File: src/hdl/bdeq_pkg.sv
// Package for the bounded double-ended queue.
// Holds item types, opcode and status codes, and default sizes.
// No dependencies.
package bdeq_pkg;

  localparam int DEPTH_DEF = 16;
  localparam int CAP_W = 5;
  localparam logic [CAP_W-1:0] CAP_RESET = 5'd16;
  localparam int WORD_W = 32;

  localparam logic [2:0] OP_PUSH_FRONT = 3'd0;
  localparam logic [2:0] OP_PUSH_REAR  = 3'd1;
  localparam logic [2:0] OP_POP_FRONT  = 3'd2;
  localparam logic [2:0] OP_POP_REAR   = 3'd3;
  localparam logic [2:0] OP_PEEK_FRONT = 3'd4;
  localparam logic [2:0] OP_PEEK_REAR  = 3'd5;

  localparam logic [1:0] ST_DONE  = 2'd0;
  localparam logic [1:0] ST_FULL  = 2'd1;
  localparam logic [1:0] ST_EMPTY = 2'd2;

  typedef struct packed {
    logic [2:0]               opcode;
    logic signed [WORD_W-1:0] value;
  } in_item_t;

  typedef struct packed {
    logic [1:0]               status;
    logic signed [WORD_W-1:0] read_value;
  } out_item_t;

  // Registered result control handed from the controller to the output mux.
  typedef struct packed {
    logic              valid;
    logic [1:0]        status;
    logic              use_ram;
    logic [WORD_W-1:0] fixed_value;
  } res_ctl_t;

endpackage

File: src/hdl/bounded_double_ended_queue.sv
// Bounded double-ended queue, top level.
// Result strobe comes the cycle after an item is taken; one item per cycle outside reset.
// The entry RAM read port (registered read) gives a peeked word alongside its result strobe.
// Sync reset: front and count to 0, rear to last entry, capacity to 16; busy is high in reset.
// Entry contents are not cleared; only written entries are ever read. The receiver cannot stall.
// Depends on bdeq_pkg, bdeq_ctrl, bdeq_ram.
module bounded_double_ended_queue #(
  parameter int DEPTH = bdeq_pkg::DEPTH_DEF
) (
  input  logic                       clk,
  input  logic                       rst,
  // command channel
  input  logic                       start,
  output logic                       busy,
  input  bdeq_pkg::in_item_t         item,
  // result channel: one strobe cycle per item
  output logic                       done,
  output bdeq_pkg::out_item_t        result,
  // capacity register write channel
  input  logic                       cfg_valid,
  output logic                       cfg_ready,
  input  logic [bdeq_pkg::CAP_W-1:0] cfg_data
);

  localparam int IW = $clog2(DEPTH);

  logic                        accept;
  logic                        ram_we;
  logic [IW-1:0]               ram_waddr, ram_raddr;
  logic [bdeq_pkg::WORD_W-1:0] ram_wdata, ram_rdata;
  bdeq_pkg::res_ctl_t          res_ctl;

  // Hold off commands only while in reset; every other cycle takes an item.
  assign busy      = rst;
  assign accept    = start & ~busy;
  // The capacity register takes a write in any cycle outside reset.
  assign cfg_ready = ~rst;

  // Index/count bookkeeping and RAM request generation.
  bdeq_ctrl #(
    .DEPTH(DEPTH)
  ) u_ctrl (
    .clk      (clk),
    .rst      (rst),
    .accept   (accept),
    .item     (item),
    .cfg_we   (cfg_valid & cfg_ready),
    .cfg_data (cfg_data),
    .ram_we   (ram_we),
    .ram_waddr(ram_waddr),
    .ram_wdata(ram_wdata),
    .ram_raddr(ram_raddr),
    .res_ctl  (res_ctl)
  );

  // Entry store. A push writes at the accept edge and a peek in the next
  // cycle reads at the following edge, so no forwarding is needed.
  bdeq_ram #(
    .WIDTH(bdeq_pkg::WORD_W),
    .DEPTH(DEPTH)
  ) u_ram (
    .clk  (clk),
    .we   (ram_we),
    .waddr(ram_waddr),
    .wdata(ram_wdata),
    .raddr(ram_raddr),
    .rdata(ram_rdata)
  );

  // Present the result: the peeked word straight from the RAM read register,
  // otherwise the registered fixed value (-1 for an empty peek, else 0).
  assign done              = res_ctl.valid;
  assign result.status     = res_ctl.status;
  assign result.read_value = res_ctl.use_ram ? ram_rdata : res_ctl.fixed_value;

  a_done_follows: assert property (@(posedge clk) disable iff (rst)
    accept |=> done)
    else $error("item without result");

  a_no_stray_done: assert property (@(posedge clk) disable iff (rst)
    !accept |=> !done)
    else $error("result without item");

  a_full_zero: assert property (@(posedge clk) disable iff (rst)
    (done && result.status == bdeq_pkg::ST_FULL) |-> (result.read_value == '0))
    else $error("refused push returned data");

  a_ram_only_done: assert property (@(posedge clk) disable iff (rst)
    (done && res_ctl.use_ram) |-> (result.status == bdeq_pkg::ST_DONE))
    else $error("RAM read on refused item");

endmodule

File: src/hdl/bdeq_ram.sv
// Generic single-write, single-read RAM with registered read data.
// No dependencies.
module bdeq_ram #(
  parameter int WIDTH = 32,
  parameter int DEPTH = 16
) (
  input  logic                     clk,
  input  logic                     we,
  input  logic [$clog2(DEPTH)-1:0] waddr,
  input  logic [WIDTH-1:0]         wdata,
  input  logic [$clog2(DEPTH)-1:0] raddr,
  output logic [WIDTH-1:0]         rdata
);

  logic [WIDTH-1:0] mem [DEPTH];

  always_ff @(posedge clk) begin
    if (we) begin
      mem[waddr] <= wdata;
    end
    rdata <= mem[raddr];
  end

endmodule

File: src/hdl/bdeq_ctrl.sv
// Queue controller: capacity register, front/rear indices, count,
// RAM access generation and the registered result control.
// Depends on bdeq_pkg.
module bdeq_ctrl #(
  parameter int DEPTH = bdeq_pkg::DEPTH_DEF
) (
  input  logic                            clk,
  input  logic                            rst,
  input  logic                            accept,
  input  bdeq_pkg::in_item_t              item,
  input  logic                            cfg_we,
  input  logic [bdeq_pkg::CAP_W-1:0]      cfg_data,
  output logic                            ram_we,
  output logic [$clog2(DEPTH)-1:0]        ram_waddr,
  output logic [bdeq_pkg::WORD_W-1:0]     ram_wdata,
  output logic [$clog2(DEPTH)-1:0]        ram_raddr,
  output bdeq_pkg::res_ctl_t              res_ctl
);

  localparam int IW = $clog2(DEPTH);
  localparam int CW = $clog2(DEPTH + 1);
  localparam int LW = (CW > bdeq_pkg::CAP_W) ? CW : bdeq_pkg::CAP_W;
  localparam logic [IW-1:0] LAST = IW'(DEPTH - 1);
  localparam logic [LW-1:0] DEPTH_L = LW'(DEPTH);

  logic [bdeq_pkg::CAP_W-1:0] capacity;
  logic [IW-1:0] front, front_next, rear, rear_next;
  logic [CW-1:0] count, count_next;
  logic [IW-1:0] front_up, front_dn, rear_up, rear_dn;
  logic [LW-1:0] cap_l, limit, count_l;
  logic          full, empty;
  bdeq_pkg::res_ctl_t res_next;

  assign front_up = (front == LAST) ? '0 : front + IW'(1);
  assign front_dn = (front == '0) ? LAST : front - IW'(1);
  assign rear_up  = (rear == LAST) ? '0 : rear + IW'(1);
  assign rear_dn  = (rear == '0) ? LAST : rear - IW'(1);

  assign cap_l   = LW'(capacity);
  assign limit   = (cap_l > DEPTH_L) ? DEPTH_L : cap_l;
  assign count_l = LW'(count);
  assign full    = (count_l >= limit);
  assign empty   = (count == '0);

  assign ram_wdata = item.value;
  assign ram_raddr = (item.opcode == bdeq_pkg::OP_PEEK_REAR) ? rear : front;

  always_comb begin
    front_next = front;
    rear_next  = rear;
    count_next = count;
    ram_we     = 1'b0;
    ram_waddr  = front_dn;
    res_next.valid       = accept;
    res_next.status      = bdeq_pkg::ST_DONE;
    res_next.use_ram     = 1'b0;
    res_next.fixed_value = '0;
    if (accept) begin
      unique case (item.opcode) inside
        bdeq_pkg::OP_PUSH_FRONT: begin
          if (full) begin
            res_next.status = bdeq_pkg::ST_FULL;
          end else begin
            front_next = front_dn;
            ram_we     = 1'b1;
            count_next = count + CW'(1);
          end
        end
        bdeq_pkg::OP_PUSH_REAR: begin
          ram_waddr = rear_up;
          if (full) begin
            res_next.status = bdeq_pkg::ST_FULL;
          end else begin
            rear_next  = rear_up;
            ram_we     = 1'b1;
            count_next = count + CW'(1);
          end
        end
        bdeq_pkg::OP_POP_FRONT: begin
          if (empty) begin
            res_next.status = bdeq_pkg::ST_EMPTY;
          end else begin
            front_next = front_up;
            count_next = count - CW'(1);
          end
        end
        bdeq_pkg::OP_POP_REAR: begin
          if (empty) begin
            res_next.status = bdeq_pkg::ST_EMPTY;
          end else begin
            rear_next  = rear_dn;
            count_next = count - CW'(1);
          end
        end
        bdeq_pkg::OP_PEEK_FRONT, bdeq_pkg::OP_PEEK_REAR: begin
          if (empty) begin
            res_next.status      = bdeq_pkg::ST_EMPTY;
            res_next.fixed_value = '1;
          end else begin
            res_next.use_ram = 1'b1;
          end
        end
        default: begin
        end
      endcase
    end
  end

  always_ff @(posedge clk) begin
    if (rst) begin
      capacity      <= bdeq_pkg::CAP_RESET;
      front         <= '0;
      rear          <= LAST;
      count         <= '0;
      res_ctl.valid <= 1'b0;
    end else begin
      if (cfg_we) begin
        capacity <= cfg_data;
      end
      front         <= front_next;
      rear          <= rear_next;
      count         <= count_next;
      res_ctl.valid <= res_next.valid;
    end
    res_ctl.status      <= res_next.status;
    res_ctl.use_ram     <= res_next.use_ram;
    res_ctl.fixed_value <= res_next.fixed_value;
  end

  a_count_bound: assert property (@(posedge clk) disable iff (rst)
    count_l <= DEPTH_L)
    else $error("count above depth");

  a_empty_pop_holds: assert property (@(posedge clk) disable iff (rst)
    (accept && empty && (item.opcode == bdeq_pkg::OP_POP_FRONT ||
                         item.opcode == bdeq_pkg::OP_POP_REAR))
    |=> ($stable(front) && $stable(rear) && $stable(count)))
    else $error("empty pop moved an index");

  a_full_push_no_write: assert property (@(posedge clk) disable iff (rst)
    (accept && full) |-> !ram_we)
    else $error("write while full");

endmodule
File: config.mk
export PLATFORM = sky130hd
export DESIGN_NAME = bounded_double_ended_queue
export DESIGN_NICKNAME = d
export VERILOG_FILES = /design/src/hdl/bdeq_pkg.sv /design/src/hdl/bounded_double_ended_queue.sv /design/src/hdl/bdeq_ram.sv /design/src/hdl/bdeq_ctrl.sv
export SDC_FILE = /design/constraint.sdc
export NUM_CORES = 1
export LEC_CHECK = 0
export ABC_AREA = 1
export BUFFER_PORTS_ARGS = -buffer_cell sky130_fd_sc_hd__buf_4
export CAP_MARGIN = 20
export CORE_UTILIZATION = 62
export DETAILED_ROUTE_END_ITERATION = 7
export PLACE_DENSITY = 0.84
export RECOVER_POWER = 100
export SETUP_SLACK_MARGIN = 0.5
export SLEW_MARGIN = 20
export SYNTH_ARGS = -nofsm -noshare
export SYNTH_HDL_FRONTEND = slang
export SYNTH_SLANG_ARGS = --single-unit
export TNS_END_PERCENT = 20
File: constraint.sdc
create_clock -name clk -period 5.4 [get_ports clk]
set_clock_uncertainty 0.1 [all_clocks]
set_input_delay 0 -clock clk [delete_from_list [all_inputs] [get_ports clk]]
set_output_delay 0 -clock clk [all_outputs]
set_load 0.005 [all_outputs]
==> results of run 1 <==
-- sequential cells by signal, indices dropped and copies added (netlist names) --
signal,flops
u_ctrl.cap_l,5
u_ctrl.count,5
u_ctrl.front,4
u_ctrl.rear,4
u_ctrl.res_ctl,5
u_ram.mem,512
u_ram.rdata,32
-- path summary, 6_finish.rpt --
kind	start	to	slack [ns]	cells after the start
worst min register to register	u_ctrl.cap_l[0]$_SDFFE_PP0P_	u_ctrl.cap_l[0]$_SDFFE_PP0P_	0.39	2
worst min-delay path	cfg_data[4]	u_ctrl.cap_l[4]$_SDFFE_PP1P_	0.08	4
worst max register to register	u_ctrl.front[0]$_SDFFE_PP0P_	u_ram.rdata[25]$_DFF_P_	0.83	8
worst max-delay path	u_ctrl.front[0]$_SDFFE_PP0P_	u_ram.rdata[25]$_DFF_P_	0.83	8
-- kinds of logic after synthesis --
family | after synthesis | synth area share, %
AOI/OAI and AO/OA | 38 | 0.820
xor gates and xnor gates | 10 | 0.352
adders and majority gates | 14 | 0.735
DFF | 567 | 66.3
buffers and inverters | 557 | 8.93
and+or+nand+nor | 1198 | 22.9
-- worst min-delay path: stages --
cell	delay [ns]
buf_4	0.08
a21oi_1	0.06
o21ai_0	0.07
dlygate4sd3_1	0.55
-- cells in the mapped netlist (3+ instances only) --
| cell type | n |
|---|---|
| nand3_1 | 545 |
| edfxtp_1 | 512 |
| nand2_1 | 482 |
| inv_1 | 416 |
| nand3b_1 | 128 |
| buf_2 | 83 |
| dfxtp_1 | 55 |
| nor2_1 | 33 |
| clkbuf_1 | 29 |
| buf_1 | 19 |
| o21ai_0 | 16 |
| a21oi_1 | 13 |
| ha_1 | 13 |
| buf_4 | 7 |
| xor2_1 | 7 |
| nor3_1 | 6 |
| o21ai_1 | 4 |
| nand4_1 | 3 |
| xnor2_1 | 3 |
-- cell type report --
type / count / area [µm²]
Clock inverter: 29 / 260
Inverter: 419 / 1570
Sequential cell: 567 / 16500
Fill cell: 2627 / 11200
Multi-Input combinational cell: 1260 / 6250
Timing Repair Buffer: 163 / 1240
Tap cell: 518 / 648
Clock buffer: 73 / 1490
-- per-layer routing --
| metal | up-vias | GRT usage (%) | share of wire (%) |
|---|---|---|---|
| met5 | - | 0 | 0 |
| met4 | 0 | 16.7 | 4.6 |
| met3 | 187 | 4.34 | 9.8 |
| met2 | 1197 | 52.7 | 49 |
| met1 | 8536 | 40.6 | 37 |
| li1 | 8095 | - | - |
-- where the power goes --
group          switching (mW)  leakage (nW)  internal (mW)
combinational           0.447          5.67          0.182
sequential             0.0203          5.06           4.83
clock                    1.62         0.867           2.13
-- stage by stage --
| step | power, mW | setup slack (ns) | area [µm²] | instances |
|---|---|---|---|---|
| 4_1_cts | 9.24 | 1.28 | 28200 | 3027 |
| 3_5_place_dp | 5.54 | 1.31 | 25900 | 2874 |
| 3_3_place_gp | 5.52 | 1.33 | 25900 | 2874 |
| 2_1_floorplan | 5.28 | 1.59 | 24900 | 2384 |
| 5_1_grt | 9.45 | 0.523 | 27900 | 3029 |
| 6_report | 9.23 | 0.828 | 27900 | 3029 |
-- placed cells by master, fill, tap and decap left out, drive strengths merged, types with 2 or more instances in the layout --
cell | netlist | layout
a211oi | 2 | 2
a21oi | 13 | 13
buf | 109 | 31
bufinv | 0 | 4
clkbuf | 29 | 154
clkinv | 1 | 25
dfxtp | 55 | 55
dlygate4sd3 | 0 | 51
edfxtp | 512 | 512
ha | 13 | 13
inv | 418 | 418
nand2 | 482 | 482
nand3 | 546 | 546
nand3b | 128 | 128
nand4 | 3 | 3
nor2 | 33 | 33
nor3 | 6 | 6
o21ai | 20 | 20
xnor2 | 3 | 3
xor2 | 7 | 7
==> metrics.md, run 1 <==
| Metric | Value |
|---|---|
| Initial antenna violation count | 1 |
| Crit-path slowest cell | nand2_1 |
| Die Span X | just over 200 µm |
| Drt pass-1 iters | 6 |
| Ys async rst share | 0% |
| Outcome | finished, violations left |
| DR WL/cell | 21.1 µm |
| Primary FF master, synth | edfxtp_1 |
| GRT Total Usage | a little under a third |
| Mean Syn Cell Area | roughly 10 µm² |
| Worst IR Drop VDD | about 260 µV |
| Layout Utilization | just over 70% |
| Sequential area share after synthesis | between 60% and 70% |
| Slew Viols, Final | between 200 and 300 |
| Final setup fails | 0 |
| Initial Utilization | 63.6% |
| Number of synthesized flops with an enable pin | between 500 and 600 |
| Synth cell types | 27 |
| DRT iter0 DRCs | ~2200 |
| GPL Wtd Cong | approximately 0.87 |
| Worst Hold Class | in2reg |
| Hold buffer count at CTS | 51 |
| Largest net degree at the start of global routing | between 150 and 200 |
| Worst setup EP type | register |
| Worst path buffer plus inverter count | 1 |
| PD cells | between 300 and 400 nW/µm² |
| Leak | 11.6 nW |
| H-tree Lvls | 2 |
| # rows | just over 70 |
| Area contributors post-synth | edfxtp_1 (62%), nand3_1 (11%), nand2_1 (7.3%), inv_1 (6.3%), dfxtp_1 (4.4%) |
| Fin nets | between 2000 and 3000 |
| Drc violations | 0 |
| Crit start category | register |
| Critical path arrival | 4.93 ns |
| Worst-Margin Slew | approximately 2.2 ns |
| CP delay by family, top | simple AND/OR/NAND/NOR gates |
| TritonCTS clock tree | built |
| CTS root buf | clkbuf_16 |
| PortBufs | 80 |
| Reg clk slew, reported paths | ~0.060 ns |
| Crit path max fanout | 59 |
| Core ar. | around 39000 µm² |
| Clk_lat worst skew | a little over 0.6 ns |
| DIE HEIGHT | 202 µm |
| Fin Hold WS | about 0.081 ns |
| P&R area growth vs syn | 12.4% |
| Synth warn | 0 |
| Via count | between 15000 and 20000 |
| Share of cells above drive strength 1 | under 10% |
| Vias per cell | 5.95 |
| Hold Vio Cnt, Final | 0 |
| Required @ worst endpoint | roughly 5.8 ns |
| CTS buffer count | between 50 and 60 |
| Max-Cap Viols | 8 |
| Wire length of the first global-routing pass | 98.5 mm |
| Fmax | about 220 MHz |
| Total congestion overflow | 0 |
| Seq cells post-synth | 567 |
| Post-CTS setup buffers | 0 |
| Die Footprint | around 41000 µm² |
| Clock sinks | 567 |
| DRT Wirelength | 63.8 mm |
| Post-Synthesis Cells | between 2000 and 2500 |
| Crit Path Class | reg2reg |
| Area fraction of the dominant cell type after synthesis | roughly three fifths |
| DP HPWL | 35.5 mm |
| CTS resizes | 0 |
| Critical Path Max Stage Delay | 1.63 ns |
| Unrepaired setup endpoints after global routing | false |
| Vias in the first global route | between 15000 and 20000 |
| Setup_tns | 0 ns |
| Clk buf depth | 3 |
| Rel. slew slack | -45.1% |
| Syn nets | 2442 |
| Cells along the critical path | nand2_4 > nand2_1 > clkbuf_2 > nand2_1 > nand3_1 > nand3_1 > nand3_1 > nand2_1 |
| Post-DRT Antenna Nets | 0 |
| Failing checks | max-capacitance violations, max-slew violations |
| Ant. Diodes | 0 |
| Post-synthesis cell area | 24900 µm² |
| Area leader, netlist | edfxtp_1 |
| Final period util | a little over four fifths |
| Post-route minimum period | roughly 4.6 ns |
| I/O pins | 81 |
Power figures use the tool's default switching activity.
==> run 2, diff against run 1 <==
--- a/config.mk
+++ b/config.mk
@@ -5,12 +5,12 @@
 export SDC_FILE = /design/constraint.sdc
 export NUM_CORES = 1
 export LEC_CHECK = 0
-export ABC_AREA = 1
+export ABC_AREA = 0
 export BUFFER_PORTS_ARGS = -buffer_cell sky130_fd_sc_hd__buf_4
 export CAP_MARGIN = 20
-export CORE_UTILIZATION = 62
+export CORE_UTILIZATION = 56
 export DETAILED_ROUTE_END_ITERATION = 7
-export PLACE_DENSITY = 0.84
+export PLACE_DENSITY = 0.8
 export RECOVER_POWER = 100
 export SETUP_SLACK_MARGIN = 0.5
 export SLEW_MARGIN = 20
==> constraint.sdc (replaced) <==
create_clock -name clk -period 4.1 [get_ports clk]
set_clock_uncertainty 0.1 [all_clocks]
set_input_delay 0 -clock clk [delete_from_list [all_inputs] [get_ports clk]]
set_output_delay 0 -clock clk [all_outputs]
set_load 0.005 [all_outputs]
==> run 2 against run 1 <==
Net effect: the flow still finishes with violations (max-capacitance violations, max-slew violations); worst setup slack worse by 0.34 ns; highest routed layer unchanged; clock power is 39% higher; routed wire length is 6.9% lower; count of clock-buffer cells in the layout rose by 5; register-to-register slack worse by 0.28 ns.
==> metrics.md, run 2 <==
| Metric | Value |
|---|---|
| Slew Viols, Final | 135 (-47%) |
| Primary FF master, synth | edfxtp_1 |
| Most common cell after layout, fill and taps aside | edfxtp_1 |
| Syn nets | 1430 (-41%) |
| Post-synthesis mux area share | 27.3% (+27 points) |
| Sequential area share after synthesis | 62.6% (-3.6 points) |
| Post-synthesis xor/xnor area fraction | 0.266% (-0.086 points) |
| DR WL/cell | 27.5 µm (+31%) |
| I/O pins | 81 (unchanged) |
| Initial antenna violation count | 1 (unchanged) |
| Share of cells above drive strength 1 | 28.8% (+22 points) |
| CTS buffer count | 56 (+3.7%) |
| TritonCTS clock tree | built |
| Wire length of the first global-routing pass | 90.6 mm (-8.0%) |
| Worst Hold Class | in2reg |
| Fillcell total | 3107 (+18%) |
| Power Total | 12.4 mW (+35%) |
| Clk buf depth | 3 (unchanged) |
| Initial Utilization | 56.6% (-7.0 points) |
| Core ar. | 46500 µm² (+19%) |
| Largest net degree at the start of global routing | 135 (-30%) |
| Most common cell in the netlist | edfxtp_1 |
| Clock sinks | 567 (unchanged) |
| PortBufs | 80 (unchanged) |
| Commonest cells in the netlist | edfxtp_1 (512), mux4_2 (256), mux2i_1 (138) |
| Reg clk slew, reported paths | 0.06 ns (about the same) |
| Post-Synthesis Cells | 1372 (-42%) |
| Top reg by flops | u_ram.mem |
| Area leader, netlist | edfxtp_1 |
| Drt pass-1 iters | 5 (-1) |
| Vias per cell | 6.65 (+12%) |
| Crit path max fanout | 134 (+130%) |
| GPL Wtd Cong | 0.818 (-6.0%) |
| Failing checks | max-capacitance violations, max-slew violations |
| Total congestion overflow | 0 (unchanged) |
| Area fraction of the dominant cell type after synthesis | 58.4% (-3.4 points) |
| Max-Cap Viols | 1 (-7) |
| Rel. slew slack | -21.2% (+24 points) |
| Cells along the critical path | dlygate4sd3_1 > buf_4 > nand3b_1 > buf_6 > nand2_1 > o21ai_0 > nor2_4 > buf_4 > a22o_1 > a221oi_1 |
| Crit-path slowest cell | buf_6 |
| Largest family of logic cells by synthesized area | multiplexers |
| Synth warn | 0 (unchanged) |
| CTS resizes | 0 (unchanged) |
| Via count | 14400 (-20%) |
| Unrepaired setup endpoints after global routing | false |
| Final setup fails | 0 (unchanged) |
| Drc violations | 0 (unchanged) |
| Worst setup EP type | register |
| Vias in the first global route | 15100 (-17%) |
| Number of synthesized flops with an enable pin | 512 (unchanged) |
| Largest regs | u_ram.mem x512, u_ram.rdata x32 |
| Simple-Gate Fraction of Synth Area | 2.54% (-20 points) |
| Setup_tns | 0 ns (unchanged) |
| Register Area | 16500 µm² (about the same) |
| DP HPWL | 32.6 mm (-8.4%) |
| Worst-Margin Slew | 1.82 ns (-0.353 ns) |
| Compound-Gate Fraction of Synth Area | 4.24% (+3.4 points) |
| Final period util | between 80% and 90% |
| CP most frequent cell | buf_4 |
| Outcome | finished, violations left |
| Synth cell types | 48 (+78%) |
| Leak | 10.6 nW (-8.8%) |
| DIE HEIGHT | 219 µm (+8.2%) |
| Required @ worst endpoint | 4.45 ns (-1.31 ns) |
| Crit start category | input port |
| Post-synthesis cell area | 26300 µm² (+5.8%) |
| Critical Path Max Stage Delay | 1.33 ns (-0.30 ns) |
| PD cells | 417 nW/µm² (+26%) |
| Max reg flops | 512 (unchanged) |
| Critical path arrival | 3.96 ns (-0.97 ns) |
| Worst IR Drop VDD | 374 µV (+46%) |
| Clk_lat worst skew | 0.63 ns (+0.02 ns) |
| Hold Vio Cnt, Final | 0 (unchanged) |
| GRT Total Usage | 25.8% (-5.9 points) |
| DRT iter0 DRCs | 1237 (-45%) |
| Mean Syn Cell Area | 19.2 µm² (+84%) |
| Area occupied by multi-input gates | 9170 µm² (+47%) |
| Commonest cells after routing, fill and taps aside | edfxtp_1 (512), mux4_2 (256), mux2i_1 (138) |
| CTS root buf | clkbuf_16 |
| Post-route minimum period | between 3 and 4 ns |
| # rows | 79 (+9.7%) |
| Adder-Cell Fraction of Synth Area | 0.694% (-0.040 points) |
| DRT Wirelength | 59.4 mm (-6.9%) |
| Seq cells post-synth | 567 (unchanged) |
| P&R area growth vs syn | 13.3% |
| Die Footprint | 47800 µm² (+17%) |
| Ys async rst share | 0% (unchanged) |
| H-tree Lvls | 2 (unchanged) |
| Area contributors post-synth | edfxtp_1 (58%), mux4_2 (22%), mux2i_1 (5.3%), dfxtp_1 (4.2%), a221oi_2 (1.8%) |
| Post-DRT Antenna Nets | 0 (unchanged) |
| Crit Path Class | in2reg |
| Fin nets | 1560 (-38%) |
| Fmax | between 200 and 300 MHz |
| Die Span X | 219 µm (+8.2%) |
## run 2: changes by cell type in the layout (fill, tap and decap cells not counted), sizes merged, moves of 5 or more
cell	previous run	this run
a22o	0	32
nand3b	128	4
nand2	482	85
inv	418	15
buf	31	48
nor2	33	38
o21ai	20	13
nand3	546	2
a221oi	0	33
xor2	7	1
mux4	0	256
clkinv	25	14
mux2i	0	139
## run 2: worst paths after layout
kind	startpoint	endpoint	slack [ns]	cells past startpoint
min reg2reg	u_ctrl.count[4]$_SDFFE_PP0P_	u_ctrl.count[4]$_SDFFE_PP0P_	0.42	2
max reg2reg	u_ctrl.front[0]$_SDFFE_PP0P_	u_ram.mem[10][31]$_DFFE_PP_	0.55	7
max	item[33]	u_ram.rdata[30]$_DFF_P_	0.49	10
min	cfg_valid	u_ctrl.cap_l[4]$_SDFFE_PP1P_	0.12	3
## run 2: what timing repair did
action	4_1_cts	5_1_grt
endpoints found under the hold margin	535	0
hold buffers	55	0
buffers inserted	0	0
endpoints found under the setup margin	0	0
## run 2: through the flow
stage                     cell area [µm²]  hold slack (ns)  setup slack (ns)  std cells  util, %
after global placement              27800            0.141             0.931       1996     59.7
after global routing                29800            0.145             0.302       2158     64.1
after CTS                           30200           0.0768             0.805       2157     64.9
after floorplan                     26300          -0.0297             0.463       1372        -
final                               29800            0.116             0.490       2158     64.1
after detailed placement            27800            0.143             0.818       1996     59.7
## run 2: kinds of logic after synthesis
family                   after synthesis
AND/OR/NAND/NOR                      153
flip-flops                           567
buffers and inverters                116
multiplexers                         395
adder cells (fa/ha/maj)               14
AO/OA/AOI/OAI                        119
XOR/XNOR                               8
## run 2: power by group
group | switching [mW] | internal [mW]
Clock | 2.19 | 3.03
Sequential | 0.0315 | 6.36
Combinational | 0.441 | 0.376
Total | 2.66 | 9.77
## run 2: critical path: cells and delay by family
kind                   cells  cell delay (ns)
buffers and inverters      4             2.34
AND/OR/NAND/NOR            3             0.52
AO/OA/AOI/OAI              3             1.07
## run 2: cell type report
class                           count  share of cell area, %
Antenna cell                        1                0.00840
Clock buffer                       78                   5.08
Clock inverter                     28                   1.17
Inverter                           12                  0.151
Multi-Input combinational cell    689                   30.8
Sequential cell                   567                   55.3
Tap cell                          607                   2.55
Timing Repair Buffer              176                   4.98
## run 2: per-layer routing
| layer | share of wire (%) | routed length (µm) | global-route usage [%] | vias to the layer above |
|---|---|---|---|---|
| met5 | 0 | 0 | 0 | - |
| met4 | 3.2 | 1930 | 9.79 | 0 |
| met3 | 6.8 | 4040 | 3.86 | 129 |
| met2 | 51 | 30200 | 43.4 | 591 |
| met1 | 39 | 23300 | 34.1 | 7585 |
| li1 | - | - | - | 6053 |
==> run 3, diff against run 2 <==
--- a/config.mk
+++ b/config.mk
@@ -9,6 +9,7 @@
 export BUFFER_PORTS_ARGS = -buffer_cell sky130_fd_sc_hd__buf_4
 export CAP_MARGIN = 20
 export CORE_UTILIZATION = 56
+export CTS_BUF_LIST = sky130_fd_sc_hd__clkbuf_16
 export DETAILED_ROUTE_END_ITERATION = 7
 export PLACE_DENSITY = 0.8
 export RECOVER_POWER = 100
==> run 3 against run 2 <==
Net effect: the flow still finishes with violations (max-capacitance violations, max-slew violations); non-clock buffer count is the same; routed wire length rose by 0.20%; global-route usage up 0.074 points; combinational power about the same; count of clock-buffer cells in the layout decreased by 22; cell count is the same; worst setup slack worse by 0.0036 ns; core utilization decreased by 0.065 points; clock power is 2% lower; maximum frequency decreased by 0.10%; sequential power barely moved; critical path depth unchanged; critical endpoint unchanged.
==> metrics.md, run 3 (synthesized netlist as in run 2, its figures left out) <==
| Metric | Value |
|---|---|
| CTS root buf | clkbuf_16 |
| DRT iter0 DRCs | 1359 (+9.9%) |
| I/O pins | 81 (unchanged) |
| Wire length of the first global-routing pass | 90.9 mm (+0.31%) |
| Unrepaired setup endpoints after global routing | false |
| CTS buffer count | 56 (unchanged) |
| Vias per cell | 6.68 (+0.43%) |
| Worst-Margin Slew | 1.83 ns (+0.00717 ns) |
| Most common cell after layout, fill and taps aside | edfxtp_1 |
| Cells along the critical path | dlygate4sd3_1 > buf_4 > nand3b_1 > buf_6 > nand2_1 > o21ai_0 > nor2_4 > buf_4 > a22o_1 > a221oi_1 |
| Die Span X | 219 µm (unchanged) |
| Required @ worst endpoint | 4.45 ns (about the same) |
| Final WS setup | 0.486 ns (-0.00361 ns) |
| PD cells | 414 nW/µm² (-0.65%) |
| Reg clk slew, reported paths | 0.06 ns (about the same) |
| Critical R2R Launch | u_ctrl.front[0]$_SDFFE_PP0P_ |
| Min-delay src | cfg_valid |
| Layout Utilization | 64.1% (-0.065 points) |
| Initial Utilization | 56.6% (unchanged) |
| Failing checks | max-capacitance violations, max-slew violations |
| Pre-CTS setup slack | 0.818 ns (unchanged) |
| Leak | 10.6 nW (+0.59%) |
| Post-route minimum period | 3.61 ns (+0.00361 ns) |
| Post-DRT Antenna Nets | 0 (unchanged) |
| CP most frequent cell | buf_4 |
| GPL Wtd Cong | 0.818 (unchanged) |
| # rows | 79 (unchanged) |
| Hold Vio Cnt, Final | 0 (unchanged) |
| Critical Path Max Stage Delay | 1.34 ns (about the same) |
| Commonest cells after routing, fill and taps aside | edfxtp_1 (512), mux4_2 (256), mux2i_1 (138) |
| Critical path arrival | 3.97 ns (about the same) |
| PortBufs | 80 (unchanged) |
| Largest regs | u_ram.mem x512, u_ram.rdata x32 |
| Inst Count DP | 1996 (unchanged) |
| Final setup fails | 0 (unchanged) |
| Slew Viols, Final | 135 (unchanged) |
| TritonCTS clock tree | built |
| Crit-path slowest cell | buf_6 |
| Outcome | finished, violations left |
| CP delay by family, top | buffers and inverters |
| Total congestion overflow | 0 (unchanged) |
| Largest net degree at the start of global routing | 135 (unchanged) |
| Worst Hold Class | in2reg |
| Clk buf depth | 3 (unchanged) |
| Critical path origin | item[33] |
| Max-Cap Viols | 1 (unchanged) |
| H-tree Lvls | 2 (unchanged) |
| Clock sinks | 567 (unchanged) |
| Fin nets | 1560 (unchanged) |
| Top reg by flops | u_ram.mem |
| Worst setup EP type | register |
| Setup_tns | 0 ns (unchanged) |
| Drt pass-1 iters | 5 (unchanged) |
| Die Footprint | 47800 µm² (unchanged) |
| Clk_lat worst skew | 0.63 ns (about the same) |
| Vias in the first global route | 15200 (+0.24%) |
| Final Cell Area | 29800 µm² (-0.10%) |
| DRT Wirelength | 59.5 mm (+0.20%) |
| DIE HEIGHT | 219 µm (unchanged) |
| GRT Total Usage | 25.8% (+0.074 points) |
| Worst IR Drop VDD | 377 µV (+1.0%) |
| Rel. slew slack | -21.7% (-0.48 points) |
| Worst path buffer plus inverter count | 4 (unchanged) |
| Max reg flops | 512 (unchanged) |
| DP HPWL | 32.6 mm (unchanged) |
| Post-CTS setup buffers | 0 (unchanged) |
| Crit Path Class | in2reg |
| Non-filler instance count after layout | 2158 (unchanged) |
| Crit start category | input port |
| Share of cells above drive strength 1 | 28.6% (-0.19 points) |
| Crit path max fanout | 134 (unchanged) |
| Initial antenna violation count | 1 (unchanged) |
| Placed Instance Area | 27800 µm² (unchanged) |
| Fmax | 277 MHz (-0.10%) |
| Core ar. | 46500 µm² (unchanged) |
| P&R area growth vs syn | 13.2% |
| DR WL/cell | 27.6 µm (+0.20%) |
| Drc violations | 0 (unchanged) |
| Final period util | 88.1% (+0.088 points) |
| Via count | 14400 (+0.43%) |
-- run 3: worst register-to-register path: stages (launching register included) --
cell and delay [ns]:
dfxtp_1 0.34, clkbuf_2 0.81, o21ai_0 0.26, mux2i_1 0.24
nor3b_1 0.28, nand2_1 0.30, nor2_4 0.60, buf_12 0.31
-- run 3: cell type report --
type	instances	area [µm²]
Fill cell	3116	16700
Sequential cell	567	16500
Clock buffer	56	1400
Antenna cell	1	2.50
Timing Repair Buffer	176	1480
Tap cell	607	759
Inverter	12	45.0
Clock inverter	50	432
Multi-Input combinational cell	689	9170
-- run 3: repair_timing --
action	CTS	global route
hold buffers	55	0
gates resized for setup	0	0
setup endpoints to repair	0	0
endpoints found under the hold margin	535	0
-- run 3: where the power goes --
part	total, mW	switching [mW]	leakage [nW]	internal, mW
registers	6.39	0.0317	5.06	6.36
clock network	5.13	2.20	0.951	2.93
logic	0.818	0.442	4.63	0.376
-- run 3: layer usage --
layer / global-route usage [%] / wire length [µm]
met5: 0 / 0
met4: 9.58 / 1740
met3: 3.92 / 3710
met2: 43.7 / 30400
met1: 34.1 / 23700
-- run 3: worst paths after layout --
kind              slack (ns)                      endpoint  cells past startpoint
hold / removal          0.12  u_ctrl.cap_l[4]$_SDFFE_PP1P_                      3
setup / recovery        0.49       u_ram.rdata[30]$_DFF_P_                     10
setup reg to reg        0.56   u_ram.mem[10][31]$_DFFE_PP_                      7
hold reg to reg         0.42  u_ctrl.count[4]$_SDFFE_PP0P_                      2
-- run 3: through the flow --
stage          hold WS (ns)  total power, mW
2_1_floorplan       -0.0297             7.06
3_3_place_gp          0.141             7.30
3_5_place_dp          0.143             7.33
4_1_cts              0.0768             12.4
5_1_grt               0.145             12.7
6_report              0.116             12.3
